<file path="src/hw/rtl/eiuc_pkg.sv">
// Shared types, constants and the ones' complement adder of the checksum checker.
package eiuc_pkg;

    localparam int OFFSET_BITS = 17;
    localparam int LEN_BITS    = 18;
    localparam int CMP_BITS    = (OFFSET_BITS > LEN_BITS) ? OFFSET_BITS : LEN_BITS;

    localparam int IP_START     = 14;
    localparam int IP_CSUM_HI   = 24;
    localparam int IP_CSUM_LO   = 25;
    localparam int PSEUDO_START = 26;
    localparam int UDP_START    = 34;
    localparam int UDP_CSUM_HI  = 40;
    localparam int UDP_CSUM_LO  = 41;
    localparam int UDP_HDR_LEN  = 8;
    localparam int UDP_PROTO    = 17;

    localparam int QDEPTH  = 2;
    localparam int QPTR_W  = (QDEPTH > 1) ? $clog2(QDEPTH) : 1;
    localparam int QCNT_W  = $clog2(QDEPTH + 1);

    localparam logic [1:0] MODE_IP   = 2'd0;
    localparam logic [1:0] MODE_UDP  = 2'd1;
    localparam logic [1:0] MODE_BOTH = 2'd2;

    typedef struct packed {
        logic [7:0]  data_byte;
        logic        last_byte;
        logic [1:0]  check_mode;
        logic [15:0] expected_csum;
        logic [15:0] expected_ip_csum;
        logic        combined_given;
        logic        length_given;
        logic [15:0] payload_length;
    } t_in_item;

    typedef struct packed {
        logic        checks_pass;
        logic [15:0] computed_udp_csum;
        logic [15:0] computed_ip_csum;
        logic        frame_too_short;
    } t_out_item;

    typedef struct packed {
        logic [1:0]  mode;
        logic [15:0] exp_csum;
        logic [15:0] exp_ip;
        logic        comb;
        logic        len_ok;
        logic [15:0] plen;
    } t_frame_cfg;

    typedef struct packed {
        logic [OFFSET_BITS-1:0] n_bytes;
        logic [15:0]            ip_sum;
        logic [15:0]            udp_sum;
        logic [3:0]             hdr_words;
        t_frame_cfg             cfg;
    } t_frame_sum;

    function automatic logic [15:0] oc_add(input logic [15:0] s, input logic [15:0] v);
        logic [16:0] t;
        t = {1'b0, s} + {1'b0, v};
        return t[15:0] + {15'd0, t[16]};
    endfunction

endpackage

</file>
<file path="src/hw/rtl/eth_ipv4_udp_checksum_checker_top.sv">
// Top level of the IPv4 header and UDP checksum checker.
//
//  Channel  | Direction | Handshake                     | Payload
//  ---------+-----------+-------------------------------+-----------------------------
//  frame in | input     | i_push / o_full, push & !full | i_in  (t_in_item, one byte)
//  result   | output    | o_empty / i_pop, pop & !empty | o_out (t_out_item, per frame)
//
// One byte is taken in every cycle while o_full is low; each byte costs at most one end-around-carry add per sum.
// A frame's summary is written into the queue at the edge that takes its last byte; the final
// add and compare then feed the result register, loaded once that register is empty or popped.
// Reset is synchronous and active low and clears the offset, sums, queue and result valid.
// A stalled result fills the two-entry summary queue; o_full then holds the byte stream.
module eth_ipv4_udp_checksum_checker_top (
    input  logic                i_clk,
    input  logic                i_rst_n,
    input  logic                i_push,
    output logic                o_full,
    input  eiuc_pkg::t_in_item  i_in,
    output logic                o_empty,
    input  logic                i_pop,
    output eiuc_pkg::t_out_item o_out
);
    import eiuc_pkg::*;

    logic       accept;
    logic       q_push;
    t_frame_sum q_wdata;
    logic       q_full;
    logic       q_pop;
    logic       q_empty;
    t_frame_sum q_rdata;

    assign o_full = q_full;
    assign accept = i_push && !q_full;

    eiuc_front u_front (
        .i_clk    (i_clk),
        .i_rst_n  (i_rst_n),
        .i_accept (accept),
        .i_in     (i_in),
        .o_q_push (q_push),
        .o_q_data (q_wdata)
    );

    eiuc_queue u_queue (
        .i_clk   (i_clk),
        .i_rst_n (i_rst_n),
        .i_push  (q_push),
        .i_data  (q_wdata),
        .o_full  (q_full),
        .i_pop   (q_pop),
        .o_empty (q_empty),
        .o_data  (q_rdata)
    );

    eiuc_back u_back (
        .i_clk     (i_clk),
        .i_rst_n   (i_rst_n),
        .i_q_empty (q_empty),
        .i_q_data  (q_rdata),
        .o_q_pop   (q_pop),
        .i_pop     (i_pop),
        .o_empty   (o_empty),
        .o_out     (o_out)
    );

endmodule

</file>
<file path="src/hw/rtl/eiuc_front.sv">
// Front part: takes frame bytes, tracks the offset and accumulates both sums.
module eiuc_front (
    input  logic               i_clk,
    input  logic               i_rst_n,
    input  logic               i_accept,
    input  eiuc_pkg::t_in_item i_in,
    output logic               o_q_push,
    output eiuc_pkg::t_frame_sum o_q_data
);
    import eiuc_pkg::*;

    logic [OFFSET_BITS-1:0] r_offset, n_offset;
    logic [15:0]            r_ip_sum, n_ip_sum;
    logic [15:0]            r_udp_sum, n_udp_sum;
    logic [3:0]             r_hdr_words, n_hdr_words;
    t_frame_cfg             r_cfg, n_cfg;

    logic                first;
    logic                active;
    t_frame_cfg          cfg_eff;
    logic [3:0]          hw_eff;
    logic [CMP_BITS-1:0] o_x;
    logic [CMP_BITS-1:0] ip_end;
    logic [CMP_BITS-1:0] udp_end;
    logic [15:0]         v;
    logic                ip_hit;
    logic                udp_hit;

    always_comb begin
        first  = (r_offset == '0);
        active = (r_offset != {OFFSET_BITS{1'b1}});
        cfg_eff.mode     = i_in.check_mode;
        cfg_eff.exp_csum = i_in.expected_csum;
        cfg_eff.exp_ip   = i_in.expected_ip_csum;
        cfg_eff.comb     = i_in.combined_given;
        cfg_eff.len_ok   = i_in.length_given;
        cfg_eff.plen     = i_in.payload_length;
        if (!first) begin
            cfg_eff = r_cfg;
        end
        o_x     = CMP_BITS'(r_offset);
        hw_eff  = (o_x == CMP_BITS'(IP_START)) ? i_in.data_byte[3:0] : r_hdr_words;
        ip_end  = CMP_BITS'(IP_START) + CMP_BITS'({hw_eff, 2'b00});
        udp_end = CMP_BITS'(UDP_START + UDP_HDR_LEN) + CMP_BITS'(cfg_eff.plen);
        v       = r_offset[0] ? {8'd0, i_in.data_byte} : {i_in.data_byte, 8'd0};
        ip_hit  = (o_x >= CMP_BITS'(IP_START)) && (o_x < ip_end)
                  && (o_x != CMP_BITS'(IP_CSUM_HI)) && (o_x != CMP_BITS'(IP_CSUM_LO));
        udp_hit = (o_x >= CMP_BITS'(PSEUDO_START)) && (o_x < udp_end)
                  && (o_x != CMP_BITS'(UDP_CSUM_HI)) && (o_x != CMP_BITS'(UDP_CSUM_LO));
    end

    always_comb begin
        n_offset    = r_offset;
        n_ip_sum    = r_ip_sum;
        n_udp_sum   = r_udp_sum;
        n_hdr_words = r_hdr_words;
        n_cfg       = r_cfg;
        o_q_push    = 1'b0;
        o_q_data    = '0;
        if (i_accept) begin
            n_cfg = cfg_eff;
            if (active) begin
                n_hdr_words = hw_eff;
                if (ip_hit) begin
                    n_ip_sum = oc_add(r_ip_sum, v);
                end
                if (udp_hit) begin
                    n_udp_sum = oc_add(r_udp_sum, v);
                end
                n_offset = r_offset + 1'b1;
            end
            if (i_in.last_byte) begin
                o_q_push           = 1'b1;
                o_q_data.n_bytes   = n_offset;
                o_q_data.ip_sum    = n_ip_sum;
                o_q_data.udp_sum   = n_udp_sum;
                o_q_data.hdr_words = n_hdr_words;
                o_q_data.cfg       = cfg_eff;
                n_offset    = '0;
                n_ip_sum    = '0;
                n_udp_sum   = '0;
                n_hdr_words = '0;
                n_cfg       = '0;
            end
        end
    end

    always_ff @(posedge i_clk) begin
        if (!i_rst_n) begin
            r_offset    <= '0;
            r_ip_sum    <= '0;
            r_udp_sum   <= '0;
            r_hdr_words <= '0;
            r_cfg       <= '0;
        end else begin
            r_offset    <= n_offset;
            r_ip_sum    <= n_ip_sum;
            r_udp_sum   <= n_udp_sum;
            r_hdr_words <= n_hdr_words;
            r_cfg       <= n_cfg;
        end
    end

    a_clear_after_last: assert property (@(posedge i_clk) disable iff (!i_rst_n)
        (i_accept && i_in.last_byte) |=> (r_offset == '0 && r_ip_sum == '0 && r_udp_sum == '0))
        else $error("frame state not cleared after the last byte");

endmodule

</file>
<file path="src/hw/rtl/eiuc_queue.sv">
// Short queue of frame summaries between the front and back parts.
module eiuc_queue (
    input  logic                 i_clk,
    input  logic                 i_rst_n,
    input  logic                 i_push,
    input  eiuc_pkg::t_frame_sum i_data,
    output logic                 o_full,
    input  logic                 i_pop,
    output logic                 o_empty,
    output eiuc_pkg::t_frame_sum o_data
);
    import eiuc_pkg::*;

    t_frame_sum        r_mem [QDEPTH];
    logic [QPTR_W-1:0] r_wptr, n_wptr;
    logic [QPTR_W-1:0] r_rptr, n_rptr;
    logic [QCNT_W-1:0] r_count, n_count;
    logic              do_push;
    logic              do_pop;

    assign o_full  = (r_count == QCNT_W'(QDEPTH));
    assign o_empty = (r_count == '0);
    assign o_data  = r_mem[r_rptr];
    assign do_push = i_push && !o_full;
    assign do_pop  = i_pop && !o_empty;

    always_comb begin
        n_wptr  = r_wptr;
        n_rptr  = r_rptr;
        n_count = r_count;
        if (do_push) begin
            n_wptr = (r_wptr == QPTR_W'(QDEPTH - 1)) ? '0 : r_wptr + 1'b1;
        end
        if (do_pop) begin
            n_rptr = (r_rptr == QPTR_W'(QDEPTH - 1)) ? '0 : r_rptr + 1'b1;
        end
        if (do_push && !do_pop) begin
            n_count = r_count + 1'b1;
        end else if (do_pop && !do_push) begin
            n_count = r_count - 1'b1;
        end
    end

    always_ff @(posedge i_clk) begin
        if (do_push) begin
            r_mem[r_wptr] <= i_data;
        end
    end

    always_ff @(posedge i_clk) begin
        if (!i_rst_n) begin
            r_wptr  <= '0;
            r_rptr  <= '0;
            r_count <= '0;
        end else begin
            r_wptr  <= n_wptr;
            r_rptr  <= n_rptr;
            r_count <= n_count;
        end
    end

    a_count_bound: assert property (@(posedge i_clk) disable iff (!i_rst_n)
        r_count <= QCNT_W'(QDEPTH))
        else $error("queue count beyond depth");

    a_push_dropped: assert property (@(posedge i_clk) disable iff (!i_rst_n)
        (i_push && o_full && !i_pop) |=> (r_count == QCNT_W'(QDEPTH)))
        else $error("queue count changed on a refused push");

endmodule

</file>
<file path="src/hw/rtl/eiuc_back.sv">
// Back part: finishes the checksums of one frame and holds the result register.
module eiuc_back (
    input  logic                 i_clk,
    input  logic                 i_rst_n,
    input  logic                 i_q_empty,
    input  eiuc_pkg::t_frame_sum i_q_data,
    output logic                 o_q_pop,
    input  logic                 i_pop,
    output logic                 o_empty,
    output eiuc_pkg::t_out_item  o_out
);
    import eiuc_pkg::*;

    logic      r_valid;
    t_out_item r_out, n_out;

    logic                both;
    logic                ip_cov;
    logic                udp_cov;
    logic [CMP_BITS-1:0] n_x;
    logic                ip_short;
    logic                udp_short;
    logic                short_f;
    logic [15:0]         udp_len;
    logic [15:0]         s1;
    logic [15:0]         s2;
    logic [15:0]         ip_c;
    logic [15:0]         udp_c;
    logic                pass;

    assign o_q_pop = !i_q_empty && (!r_valid || i_pop);
    assign o_empty = !r_valid;
    assign o_out   = r_out;

    always_comb begin
        both    = i_q_data.cfg.comb && i_q_data.cfg.len_ok;
        ip_cov  = (i_q_data.cfg.mode == MODE_IP) || (i_q_data.cfg.mode == MODE_BOTH && both);
        udp_cov = (i_q_data.cfg.mode == MODE_UDP && i_q_data.cfg.len_ok)
                  || (i_q_data.cfg.mode == MODE_BOTH && both);
        n_x       = CMP_BITS'(i_q_data.n_bytes);
        ip_short  = ip_cov && ((n_x <= CMP_BITS'(IP_START))
                    || (n_x < CMP_BITS'(IP_START) + CMP_BITS'({i_q_data.hdr_words, 2'b00})));
        udp_short = udp_cov
                    && (n_x < CMP_BITS'(UDP_START + UDP_HDR_LEN) + CMP_BITS'(i_q_data.cfg.plen));
        short_f   = ip_short || udp_short;
        udp_len   = i_q_data.cfg.plen + 16'(UDP_HDR_LEN);
        s1        = oc_add(i_q_data.udp_sum, 16'(UDP_PROTO));
        s2        = oc_add(s1, udp_len);
        ip_c      = (!short_f && ip_cov) ? ~i_q_data.ip_sum : 16'd0;
        udp_c     = (!short_f && udp_cov) ? ~s2 : 16'd0;
        pass      = 1'b0;
        if (!short_f) begin
            case (i_q_data.cfg.mode)
                MODE_IP: begin
                    pass = (ip_c == i_q_data.cfg.exp_csum);
                end
                MODE_UDP: begin
                    pass = udp_cov && (udp_c == i_q_data.cfg.exp_csum);
                end
                MODE_BOTH: begin
                    pass = both && (udp_c == i_q_data.cfg.exp_csum)
                           && (ip_c == i_q_data.cfg.exp_ip);
                end
                default: begin
                    pass = 1'b0;
                end
            endcase
        end
        n_out.checks_pass       = pass;
        n_out.computed_udp_csum = udp_c;
        n_out.computed_ip_csum  = ip_c;
        n_out.frame_too_short   = short_f;
    end

    always_ff @(posedge i_clk) begin
        if (o_q_pop) begin
            r_out <= n_out;
        end
    end

    always_ff @(posedge i_clk) begin
        if (!i_rst_n) begin
            r_valid <= 1'b0;
        end else if (o_q_pop) begin
            r_valid <= 1'b1;
        end else if (i_pop) begin
            r_valid <= 1'b0;
        end
    end

    a_short_clean: assert property (@(posedge i_clk) disable iff (!i_rst_n)
        (r_valid && r_out.frame_too_short) |->
        (!r_out.checks_pass && r_out.computed_ip_csum == '0 && r_out.computed_udp_csum == '0))
        else $error("short frame result carries checksums or a pass");

    a_hold_on_stall: assert property (@(posedge i_clk) disable iff (!i_rst_n)
        (r_valid && !i_pop) |=> (r_valid && $stable(r_out)))
        else $error("waiting result changed before its transfer");

endmodule
</file>
<file path="config.mk">
export PLATFORM = sky130hd
export DESIGN_NAME = eth_ipv4_udp_checksum_checker_top
export DESIGN_NICKNAME = d
export VERILOG_FILES = /design/src/hw/rtl/eiuc_pkg.sv /design/src/hw/rtl/eth_ipv4_udp_checksum_checker_top.sv /design/src/hw/rtl/eiuc_front.sv /design/src/hw/rtl/eiuc_queue.sv /design/src/hw/rtl/eiuc_back.sv
export SDC_FILE = /design/constraint.sdc
export NUM_CORES = 1
export LEC_CHECK = 0
export BUFFER_PORTS_ARGS = -buffer_cell sky130_fd_sc_hd__buf_2
export CELL_PAD_IN_SITES_DETAIL_PLACEMENT = 1
export CELL_PAD_IN_SITES_GLOBAL_PLACEMENT = 1
export CORE_MARGIN = 2
export CORE_UTILIZATION = 45
export DETAILED_ROUTE_END_ITERATION = 7
export PLACE_DENSITY_LB_ADDON = 0.1
export SETUP_SLACK_MARGIN = 0.3
export SYNTH_ARGS = -nofsm -noshare
export SYNTH_HDL_FRONTEND = slang
export SYNTH_SLANG_ARGS = --single-unit
</file>
<file path="constraint.sdc">
create_clock -name i_clk -period 10.93 [get_ports i_clk]
set_clock_uncertainty 0.15 [all_clocks]
set_input_delay 0 -clock i_clk [delete_from_list [all_inputs] [get_ports i_clk]]
set_output_delay 0 -clock i_clk [all_outputs]
set_load 0.1 [all_outputs]
</file>
# Yosys cells after proc, flatten, opt, wreduce, memory -nomap -nowiden
# Memory sizes are Yosys's and may differ from the RTL's. A register that Yosys moved wholly into a read port is not among the register bits.
# Cells that the tools add are included.
# totals
mem_bits_rw,210
in_bits,65
ff_bits,144
n_memories,1
output_inout_bits,36
wordCells,127
# classes
addsub,18
reduce_logical,38
eq_ne,12
muxes,31
magnitude_cmp,7
bitwise,2
# memory_table
memory,words,word_bits,rd,rd_ports_with_merged_regs,write_ports,line_no,text
u_queue.r_mem,2,105,1,1,1,eiuc_queue.sv:14,t_frame_sum r_mem [QDEPTH];
# op_table
cell,count
two-way mux 105 bit,2
two-way mux 16 bit,9
two-way mux 52 bit,2
less-than comparator 17 x 18 -> 1 bit,4
adder 16 x 1 -> 16 bit,4
adder 16 x 16 -> 17 bit,3
equality test 16 bit,3
adder 6 x 16 -> 17 bit (first input constant),2
two-way mux 17 bit,2
!= test 17 x 5 -> 1 bit (second input constant),2
!= test 17 x 6 -> 1 bit (second input constant),2
NOT 16 bit,2
logical AND 1 bit,22
adder 16 x 5 -> 17 bit (second input constant),1
adder 17 x 1 -> 17 bit (second input constant),1
equality test 17 x 4 -> 1 bit (second input constant),1
greater-or-equal comparator 17 x 4 -> 1 bit (second input constant),1
greater-or-equal comparator 17 x 5 -> 1 bit (second input constant),1
<= comparator 17 x 4 -> 1 bit (second input constant),1
logical NOT 17 bit,1
!= test 17 bit (second input constant),1
adder 16 x 4 -> 16 bit (second input constant),1
adder 4 x 6 -> 7 bit (first input constant),2
two-way mux 4 bit,3
12 further kinds,35

# Longest topological paths before layout
# Gate-level depths: netlist of the first run.
# logic_depth
depth_word,12
depth_mapped,40
depth_no_buf,36

# Hierarchy
# Synthesis of the first run repeated with hierarchy kept, for this count alone.
# unflattened
hier_cells,2235
hier_area_um2,22489.1
# modules_own_cells
mod,cells_per_inst,area_per_inst_um2,instances,seq_area_each_um2
eiuc_front,1238,9187.6,1,2102.0
eiuc_queue,352,8061.5,1,6406.1
eiuc_back,644,5226.3,1,1041.0
eth_ipv4_udp_checksum_checker_top,1,13.8,1,0.0

# Worst setup path before layout of the first run
# Ideal clock, no wire load.
# synth_timing
path_type,register -> register
from,reg with a tool-made name
to,"reg u_back.r_out (netlist bit u_back.o_out[33]), data pin"
n_path_buf,10
arrival_ps,6960
setup_ps,180
period_less_slack_ps,7290
required_time_ps,10600
stages_incl_launch_ff,39
slack_ps,3640
cell_sequence,dfxtp_1 > buf_6 > buf_6 > buf_6 > buf_6 > buf_2 > buf_2 > buf_2 > buf_2 > buf_2 > mux2i_1 > nor3b_1 > ha_1 > ha_1 > o21ai_0 > o21ai_0 > a22oi_1 > xor2_1 > (+3 left out) > a311o_1 > a21oi_1 > o31ai_1 > a21oi_1 > nor2b_1 > o21ai_0 > nand2b_1 > ha_1 > ha_1 > o211ai_1 > nor4_2 > nand4_1 > xor2_1 > a2111oi_0 > nand4_1 > a2111oi_2 > nand4b_1 > o41ai_2
# synth_rtl
item,line_no,text
to (signal assigned),eiuc_back.sv:77,r_out <= n_out;
to (decl),eiuc_back.sv:15,"t_out_item r_out, n_out;"

==> results_dict.tcl, run 1 <==
set metrics [dict create \
    leading_cell_type_in_the_layout_fill_and_taps_excluded "edfxtp_1" \
    min_delay_worst_endpoint "u_front.r_cfg[0]$_SDFFE_PN0P_" \
    worst-r2r-cell-count 32 \
    detail_route.wl_per_cell_um 22.3 \
    fin_tns_setup_ns 0 \
    worst_r2r_endpoint "u_back.o_out[33]$_SDFFCE_PP0P_" \
    vias_per_cell 5.87 \
    period_needed_ns 8.29 \
    dominantRegCellSynth "edfxtp_1" \
    grt_start_max_net_pins 79 \
    ys_ff_latch 355 \
    grt_overflow 0 \
    crit_path_end_kind "flip-flop" \
    max-clock-path-buffers 3 \
    crit_path_class "flip-flop to flip-flop" \
    crit_path_frequent_cell "ha_1" \
    start_util_pct 45.7 \
    worst-path-max-fanout 65 \
    maximum_achievable_frequency_mhz 121 \
    netlist_top_cells_area "edfxtp_1, dfxtp_1, ha_1, mux2i_1, xnor2_1" \
    netlist_area_um2 21300 \
    drive_gt1_share_pct 11.9 \
    final_hold_violations 0 \
    critPathArrivalTime_ns 8.52 \
    tritoncts "done" \
    die_height_um 221 \
    postCtsSetupBuffers 0 \
    via_count 16700 \
    count_of_antenna_diodes_in_the_layout 0 \
    global_route.usage.total_pct 25.6 \
    design.final.nets 2389 \
    quantity_of_i_o_buffers_inserted_on_ports 100 \
    fin_util_pct 52.4 \
    setup_violation_total_in_the_final_timing_report 0 \
    synthDominantAreaCellType "edfxtp_1" \
    cpLargestDelayFamily "simple AND/OR/NAND/NOR gates" \
    crit_path_top_delay_cell "buf_4" \
    finalWorstSetupSlack_ns 2.64 \
    num_io_pins 101 \
    first_global_vias 17200 \
    worstHoldStart "i_in[0]" \
    power.static_leakage_uw 0.00920 \
    power_uw 5530 \
    netlist-cell-type-count 95 \
    power.ir.vdd_worst_mv 0.298 \
    share_of_synthesized_area_occupied_by_flip_flops_and_latches_pct 44.9 \
    fillCellCount 5075 \
    critical_path.max_stage_delay_ns 0.65 \
    dp_cells 2706 \
    slew_headroom_pct 13.1 \
    r2r_setup_slack_ns 2.64 \
    number_of_sinks_on_the_clock_net 355 \
    count_of_tritonroute_iterations_in_the_first_routing_pass 8 \
    clk_transition_reported_paths_ns 0.06 \
    yosysWarningCount 0 \
    worst_skew_pair.late_latency_ns 0.59 \
    hold-path-cell-count 4 \
    synthesis.area_per_instance_um2 10.2 \
    core_um2 46600 \
    period_share_pct 75.9 \
    report.final.slew_viol_count 0 \
    drc_errors 0 \
    wire_length_of_the_first_global_routing_pass_um 99100 \
    mostFrequentLayoutCells "edfxtp_1, nand2_1, nor2_1" \
    power.density_cell_area_nw_per_um2 227 \
    async_flop_share_pct 0 \
    detailedPlacementHpwl_um 45600 \
    worstSetupStartpointType "flip-flop" \
    crit_buf_inv 2 \
    gpl.final_weighted_congestion 0.869 \
    fin_cells 2851 \
    area_delta_synth_final_pct 14.7 \
    htreeDepth 2 \
    rows 79 \
    drv_cap 0 \
    drtAntennaViolNets 0 \
    slew_at_the_pin_with_the_worst_max_slew_slack_ns 1.30 \
    required_ns 11.16 \
    grt_setup_unrepaired "no" \
    synth_nets 2253 \
    clock_tree.root_cell "clkbuf_16" \
    initial_antenna_violation_count 0 \
    mapped_cells 2075 \
    numCtsBuffers 42 \
    hp-class "input port to flip-flop" \
    overall_die_width_um 221 \
    route.final.wire_length_um 63700 \
    preCtsSetupSlack_ns 2.68 \
    run_status "completed" \
    synthDominantCellAreaShare_pct 34.5 \
    floorplan.die_area_um2 49000 \
    detailedRoute.firstIterationViolations 1167 \
    synth_enable_flop_cells 244 \
]
## power by group
group          total [uW]  leakage (uW)  switching (uW)  internal, uW
Sequential           1650       0.00322            51.0          1600
Combinational        2440       0.00530            1680           756
Clock                1440      0.000682             593           851
## worst register-to-register path: cells and delay by family, from the launching register on
kind	cells	cell delay (ns)
and+or+nand+nor	13	2.88
AOI/OAI and AO/OA	9	2.08
adders and majority gates	5	1.14
buffers and inverters	2	0.72
muxes	1	0.39
DFF	1	0.37
xor gates and xnor gates	2	0.35
## sequential cells by signal, summed over array words and instances, names as in the netlist, named ones only
signal	count
u_back.o_out	34
u_back.r_valid	1
u_front.r_cfg	52
u_front.r_hdr_words	4
u_front.r_ip_sum	16
u_front.r_offset	17
u_front.r_udp_sum	16
u_queue.r_count	2
u_queue.r_mem	210
u_queue.r_rptr	1
u_queue.r_wptr	1
## layout make-up
class                           instances  area (um2)  share of cell area, %
Inverter                               44         165                  0.677
Multi-Input combinational cell       1579       11100                   45.7
Clock buffer                           59        1210                   4.95
Timing Repair Buffer                  189        1340                   5.49
Clock inverter                         18         218                  0.893
Sequential cell                       355        9550                   39.2
Tap cell                              607         759                   3.12
## cells in the mapped netlist, types with 14 or more instances
cell type,count
a211oi_1,17
a21o_1,27
a21oi_1,123
a22oi_1,58
a32oi_1,14
and2_1,40
and3_1,22
buf_2,21
clkbuf_1,60
dfxtp_1,111
edfxtp_1,244
ha_1,110
inv_1,44
mux2_2,38
mux2i_1,88
nand2_1,166
nand2b_1,16
nand3_1,47
nand4_1,21
nor2_1,166
nor2b_1,94
nor3_1,33
nor4_1,16
o21ai_0,74
or3_1,27
xnor2_1,99
xor2_1,82
## timing repair
action | in CTS | in global routing
gates resized for setup | 0 | 0
endpoints found under the hold margin | 196 | 0
hold buffers | 68 | 0
## cell families after synthesis
kind of cell	Yosys count	share of synthesized area (%)
buffers and inverters	141	2.97
multiplexers	126	6.16
AND/OR/NAND/NOR	703	17.0
XOR/XNOR	182	7.57
AO/OA/AOI/OAI	454	14.6
flip-flops	355	44.9
adder cells (fa/ha/maj)	114	6.81
## metal layers
metal	part of all wire [%]	wire, um	up-vias	global-route usage, %
li1	-	-	7919	-
met1	47	30200	8369	36.1
met2	46	29200	364	41.2
met3	4.4	2830	82	3.64
met4	2.4	1500	0	7.08
met5	0	0	-	0
## worst max-delay path by stage
| stage | end | depth (start not counted) |
|---|---|---|
| after floorplan | u_back.o_out[33]$_SDFFCE_PP0P_ | 38 |
| after global placement | u_back.o_out[33]$_SDFFCE_PP0P_ | 32 |
| after detailed placement | u_back.o_out[33]$_SDFFCE_PP0P_ | 32 |
| after CTS | u_back.o_out[33]$_SDFFCE_PP0P_ | 32 |
| after global routing | u_back.o_out[33]$_SDFFCE_PP0P_ | 32 |
| final | u_back.o_out[33]$_SDFFCE_PP0P_ | 32 |
## metrics by stage
stage               hold WS [ns]  area [um2]
floorplan                 0.0207       21300
global placement           0.119       22300
detailed placement         0.135       22300
CTS                       0.0636       24400
global route               0.114       24400
finish                     0.103       24400
Power figures use the tool's default switching activity.
==> run 2, diff against run 1 <==
==> constraint.sdc (replaced) <==
create_clock -name i_clk -period 8.1 [get_ports i_clk]
set_clock_uncertainty 0.15 [all_clocks]
set_input_delay 0 -clock i_clk [delete_from_list [all_inputs] [get_ports i_clk]]
set_output_delay 0 -clock i_clk [all_outputs]
set_load 0.1 [all_outputs]
==> run 2 against run 1 <==
Non-clock buffer count grew 5. Clock power grew 40%. Total power rose by 37%. Hold slack got worse by 0.0037 ns. Combinational power up 37%. Utilization rose by 0.37 points. Largest cell class unchanged. Highest routed layer unchanged.
==> results_dict.tcl, run 2 (synthesis results as in run 1) <==
set metrics [dict create \
    gpl.final_weighted_congestion 0.874 \
    numCtsBuffers 41 \
    design.final.nets 2393 \
    finalWorstSetupSlack_ns 0.901 \
    cpLargestDelayFamily "compound AO/OA/AOI/OAI gates" \
    grt_overflow 0 \
    clk_transition_reported_paths_ns 0.06 \
    slew_headroom_pct 14.9 \
    crit_path_end_kind "flip-flop" \
    grt_start_max_net_pins 114 \
    power.density_cell_area_nw_per_um2 309 \
    met2RoutedLength_um 29400 \
    detail_route.wl_per_cell_um 22.3 \
    num_io_pins 101 \
    report.final.slew_viol_count 0 \
    hp-class "input port to flip-flop" \
    rows 79 \
    core_um2 46600 \
    floorplan.die_area_um2 49000 \
    route.final.wire_length_um 63700 \
    route.met3.wl_um 2930 \
    number_of_sinks_on_the_clock_net 355 \
    final_hold_violations 0 \
    tritoncts "done" \
    critical_path.max_stage_delay_ns 0.38 \
    vias_per_cell 5.86 \
    crit_buf_inv 1 \
    period_share_pct 88.9 \
    drive_gt1_share_pct 12.7 \
    preCtsSetupSlack_ns 0.279 \
    fin_util_pct 52.7 \
    worst_skew_pair.late_latency_ns 0.57 \
    detailedRoute.firstIterationViolations 1071 \
    power.static_leakage_uw 0.00928 \
    cell_area_after_layout_um2 24500 \
    detailed_place.area_um2 22300 \
    overall_die_width_um 221 \
    wire_length_of_the_first_global_routing_pass_um 99300 \
    grt_setup_unrepaired "no" \
    clock_tree.root_cell "clkbuf_16" \
    die_height_um 221 \
    global_route.usage.total_pct 25.6 \
    initial_antenna_violation_count 0 \
    max-clock-path-buffers 3 \
    detailedPlacementHpwl_um 45500 \
    worstHoldStart "i_in[18]" \
    htreeDepth 2 \
    first_global_vias 17500 \
    setup_violation_total_in_the_final_timing_report 0 \
    via_count 16700 \
    met1_length_um 30000 \
    maximum_achievable_frequency_mhz 139 \
    worst-path-max-fanout 8 \
    required_ns 8.33 \
    route.top_layer_used "met4" \
    registers.top_by_ff_count "u_queue.r_mem" \
    run_status "completed" \
    crit_path_frequent_cell "ha_1" \
    period_needed_ns 7.20 \
    largest_register_ffs 210 \
    mostFrequentLayoutCells "edfxtp_1, nor2_1, nand2_1" \
    drtAntennaViolNets 0 \
    count_of_antenna_diodes_in_the_layout 0 \
    leading_cell_type_in_the_layout_fill_and_taps_excluded "edfxtp_1" \
    power.ir.vdd_worst_mv 0.319 \
    fin_tns_setup_ns 0 \
    final.hold.worst_slack_ns 0.0993 \
    area_delta_synth_final_pct 15.5 \
    quantity_of_i_o_buffers_inserted_on_ports 100 \
    drc_errors 0 \
    critPathArrivalTime_ns 7.43 \
    crit_path_top_delay_cell "dfxtp_4" \
    drv_cap 0 \
    crit_path_class "flip-flop to flip-flop" \
    worstSetupStartpointType "flip-flop" \
    slew_at_the_pin_with_the_worst_max_slew_slack_ns 1.28 \
    start_util_pct 45.7 \
    count_of_tritonroute_iterations_in_the_first_routing_pass 6 \
]
==> run 2: cell count changes in the layout (fill, tap and decap cells not counted), moves of 2 or more <==
cell and delta:
clkinv_4 +3, ha_1 -2, nor3_1 -2, inv_6 -2, clkbuf_8 -4, buf_4 +4, ha_2 +2, inv_8 -2
nor3_2 +2, nor3b_1 -2, bufinv_16 +4, clkinvlp_4 -3, clkinv_2 +5
==> run 2: per-stage QoR <==
| stage | power (uW) | instances |
|---|---|---|
| floorplan | 4760 | 2075 |
| global placement | 5410 | 2706 |
| detailed placement | 5510 | 2706 |
| CTS | 7570 | 2850 |
| global route | 7970 | 2855 |
| finish | 7590 | 2855 |
==> run 2: worst paths after layout <==
check	to	slack, ns	cells past startpoint
hold / removal	u_front.r_cfg[18]$_SDFFE_PN0P_	0.1	4
hold reg to reg	u_front.r_udp_sum[14]$_SDFFE_PN0P_	0.35	1
setup reg to reg	u_back.o_out[33]$_SDFFCE_PP0P_	0.90	35
setup / recovery	u_back.o_out[33]$_SDFFCE_PP0P_	0.90	35
==> run 2: timing repair <==
action	CTS	global route
hold buffers	67	0
hold endpoints to repair	192	0
gates cloned	0	1
pin swaps	1	4
buffers inserted	1	4
endpoints found under the setup margin	1	1
resized for setup	1	16
==> run 2: worst reg2reg max path, delay by kind of cell, from the launching register on <==
kind,cells,cell delay (ns)
simple gates,10,1.29
flops,1,0.38
buf+inv,1,0.16
mux,1,0.36
xor+xnor,2,0.36
compound gates,15,2.92
fa+ha+maj,6,1.41
==> run 2: cell type report <==
class                      instances  area, um2
inverter                          44        165
multi-input combinational       1579      11200
fill                            5096      22000
tap                              607        759
sequential                       355       9550
clock buffer                      54       1130
clock inverter                    22        327
timing repair buffer             194       1410
==> run 2: layer usage <==
layer	up-vias	GRT usage, %
met5	-	0
met4	0	7.12
met3	80	3.36
met2	374	41.4
met1	8380	36.0
li1	7903	-
==> run 2: where the power goes <==
group | internal [uW] | switching (uW) | total, uW
clock | 1210 | 795 | 2010
sequential | 2160 | 73.9 | 2240
combinational | 1060 | 2280 | 3340
==> run 3, diff against run 2 <==
--- a/config.mk
+++ b/config.mk
@@ -8,6 +8,7 @@
 export BUFFER_PORTS_ARGS = -buffer_cell sky130_fd_sc_hd__buf_2
 export CELL_PAD_IN_SITES_DETAIL_PLACEMENT = 1
 export CELL_PAD_IN_SITES_GLOBAL_PLACEMENT = 1
+export CORE_ASPECT_RATIO = 1.4
 export CORE_MARGIN = 2
 export CORE_UTILIZATION = 45
 export DETAILED_ROUTE_END_ITERATION = 7
==> run 3 against run 2 <==
Global-route usage decreased by 0.24 points. Critical endpoint unchanged. Highest routed layer unchanged. Final area decreased by 1.2%. Worst setup slack got worse by 0.086 ns. Critical path depth decreased by 1. Largest cell class unchanged. Die area about the same.
==> results_dict.tcl, run 3 (synthesis results as in run 1) <==
set metrics [dict create \
    r2r_setup_slack_ns 0.81 \
    clock_power_share_pct 23.2 \
    floorplan.die_area_um2 49000 \
    net-switching-power_uw 3150 \
    dp_cells 2725 \
    grt_overflow 0 \
    power.ir.vdd_worst_mv 0.280 \
    crit_buf_inv 2 \
    crit_path_frequent_cell "ha_1" \
    rows 94 \
    critPathArrivalTime_ns 7.50 \
    die_height_um 261 \
    max-clock-path-buffers 3 \
    tritoncts "done" \
    crit_path_end_kind "flip-flop" \
    period_needed_ns 7.29 \
    leading_cell_type_in_the_layout_fill_and_taps_excluded "edfxtp_1" \
    required_ns 8.31 \
    count_of_antenna_diodes_in_the_layout 0 \
    detailedRoute.firstIterationViolations 973 \
    gpl.final_weighted_congestion 0.874 \
    clock_tree.root_cell "clkbuf_16" \
    worst-r2r-cell-count 34 \
    slew_at_the_pin_with_the_worst_max_slew_slack_ns 1.19 \
    area_delta_synth_final_pct 14.1 \
    mostFrequentLayoutCells "edfxtp_1, nor2_1, nand2_1" \
    fin_util_pct 51.8 \
    cpLargestDelayFamily "simple AND/OR/NAND/NOR gates" \
    overall_die_width_um 188 \
    comb_power_share_pct 46.3 \
    grt_setup_unrepaired "no" \
    critical_path.endpoint "u_back.o_out[33]$_SDFFCE_PP0P_" \
    vias_per_cell 5.79 \
    maximum_achievable_frequency_mhz 137 \
    drv_cap 0 \
    crit_path_class "flip-flop to flip-flop" \
    route.final.wire_length_um 63000 \
    report.final.slew_viol_count 0 \
    numCtsBuffers 37 \
    worst_r2r_endpoint "u_back.o_out[33]$_SDFFCE_PP0P_" \
    crit_path_top_delay_cell "or3_1" \
    drc_errors 0 \
    worst-path-max-fanout 8 \
    wire_length_of_the_first_global_routing_pass_um 97200 \
    initial_antenna_violation_count 0 \
    htreeDepth 2 \
    registers.top_by_ff_count "u_queue.r_mem" \
    first_global_vias 17200 \
    hp-class "input port to flip-flop" \
    run_status "completed" \
    power.static_leakage_uw 0.00907 \
    worst_skew_pair.late_latency_ns 0.55 \
    number_of_sinks_on_the_clock_net 355 \
    fin_tns_setup_ns 0 \
    power.switching_fraction_pct 43.1 \
    global_route.usage.total_pct 25.3 \
    drtAntennaViolNets 0 \
    num_io_pins 101 \
    drive_gt1_share_pct 12.8 \
    grt_start_max_net_pins 101 \
    worstSetupStartpointType "flip-flop" \
    via_count 16500 \
    detail_route.wl_per_cell_um 22.0 \
    period_share_pct 89.9 \
    fin_cells 2857 \
    setup_violation_total_in_the_final_timing_report 0 \
    largest_register_ffs 210 \
    power_uw 7310 \
    detailedPlacementHpwl_um 45900 \
    quantity_of_i_o_buffers_inserted_on_ports 100 \
    start_util_pct 45.4 \
    design.final.nets 2382 \
    clk_transition_reported_paths_ns 0.06 \
    power.density_cell_area_nw_per_um2 301 \
    count_of_tritonroute_iterations_in_the_first_routing_pass 6 \
    critical_path_cell_count 34 \
    critical_path.max_stage_delay_ns 0.43 \
    core_um2 46800 \
    pwr-share-seq_pct 30.5 \
    final.hold.worst_slack_ns 0.0925 \
    slew_headroom_pct 20.6 \
    internal-power_uw 4160 \
    final_hold_violations 0 \
]
-- run 3: cell count changes in the layout (fill, tap and decap cells not counted), moves of 5 or more --
| cell | before | now |
|---|---|---|
| clkbuf_16 | 43 | 38 |
| ha_1 | 108 | 103 |
| dlygate4sd3_1 | 67 | 59 |
| bufinv_16 | 7 | 1 |
-- run 3: per-layer routing --
layer  up-vias  track usage (%)  share of wire, %
met2       293             45.3                50
met3        87             2.24               3.3
met5         -                0                 0
li1       7887                -                 -
met4         0             8.79               3.1
met1      8281             32.2                44
-- run 3: how the worst min path moves through the flow --
stage             start                             end  cells past startpoint
6_report        i_rst_n     u_queue.r_wptr$_SDFFE_PN0P_                      3
5_1_grt         i_rst_n     u_queue.r_wptr$_SDFFE_PN0P_                      3
4_1_cts        i_in[35]  u_front.r_cfg[35]$_SDFFE_PN0P_                      4
3_5_place_dp   i_in[20]  u_front.r_cfg[20]$_SDFFE_PN0P_                      3
3_3_place_gp   i_in[10]  u_front.r_cfg[10]$_SDFFE_PN0P_                      3
2_1_floorplan   i_in[0]   u_front.r_cfg[0]$_SDFFE_PN0P_                      2
-- run 3: tightest hold or removal path: cells and delay by family --
kind | cells | cell delay, ns
AO/OA/AOI/OAI | 1 | 0.23
buffers and inverters | 2 | 0.49
-- run 3: repair_timing --
item,CTS,global route
gates resized for setup,2,26
setup endpoints to repair,1,1
pin swaps,0,10
hold buffers,59,0
setup buffers,0,5
endpoints found under the hold margin,168,0
-- run 3: final cells by class --
cell class,instances,area (um2)
Inverter,44,165
Timing Repair Buffer,187,1310
Tap cell,624,781
Multi-Input combinational cell,1579,11300
Sequential cell,355,9550
Fill cell,5211,22600
Clock buffer,52,1030
Clock inverter,16,155
-- run 3: through the flow --
stage | setup WS, ns | instance area (um2)
floorplan | 0.810 | 21300
global placement | 0.486 | 22300
detailed placement | 0.267 | 22300
CTS | 0.341 | 24100
global route | 0.202 | 24300
finish | 0.815 | 24300
-- run 3: power by group through the flow --
| stage | registers (uW) | logic, uW | clock network, uW |
|---|---|---|---|
| floorplan | 2770 | 2000 | 0 |
| finish | 2230 | 3380 | 1700 |
| global route | 2250 | 3640 | 1790 |
| global placement | 2270 | 3170 | 0 |
| CTS | 2240 | 3320 | 1730 |
| detailed placement | 2270 | 3270 | 0 |
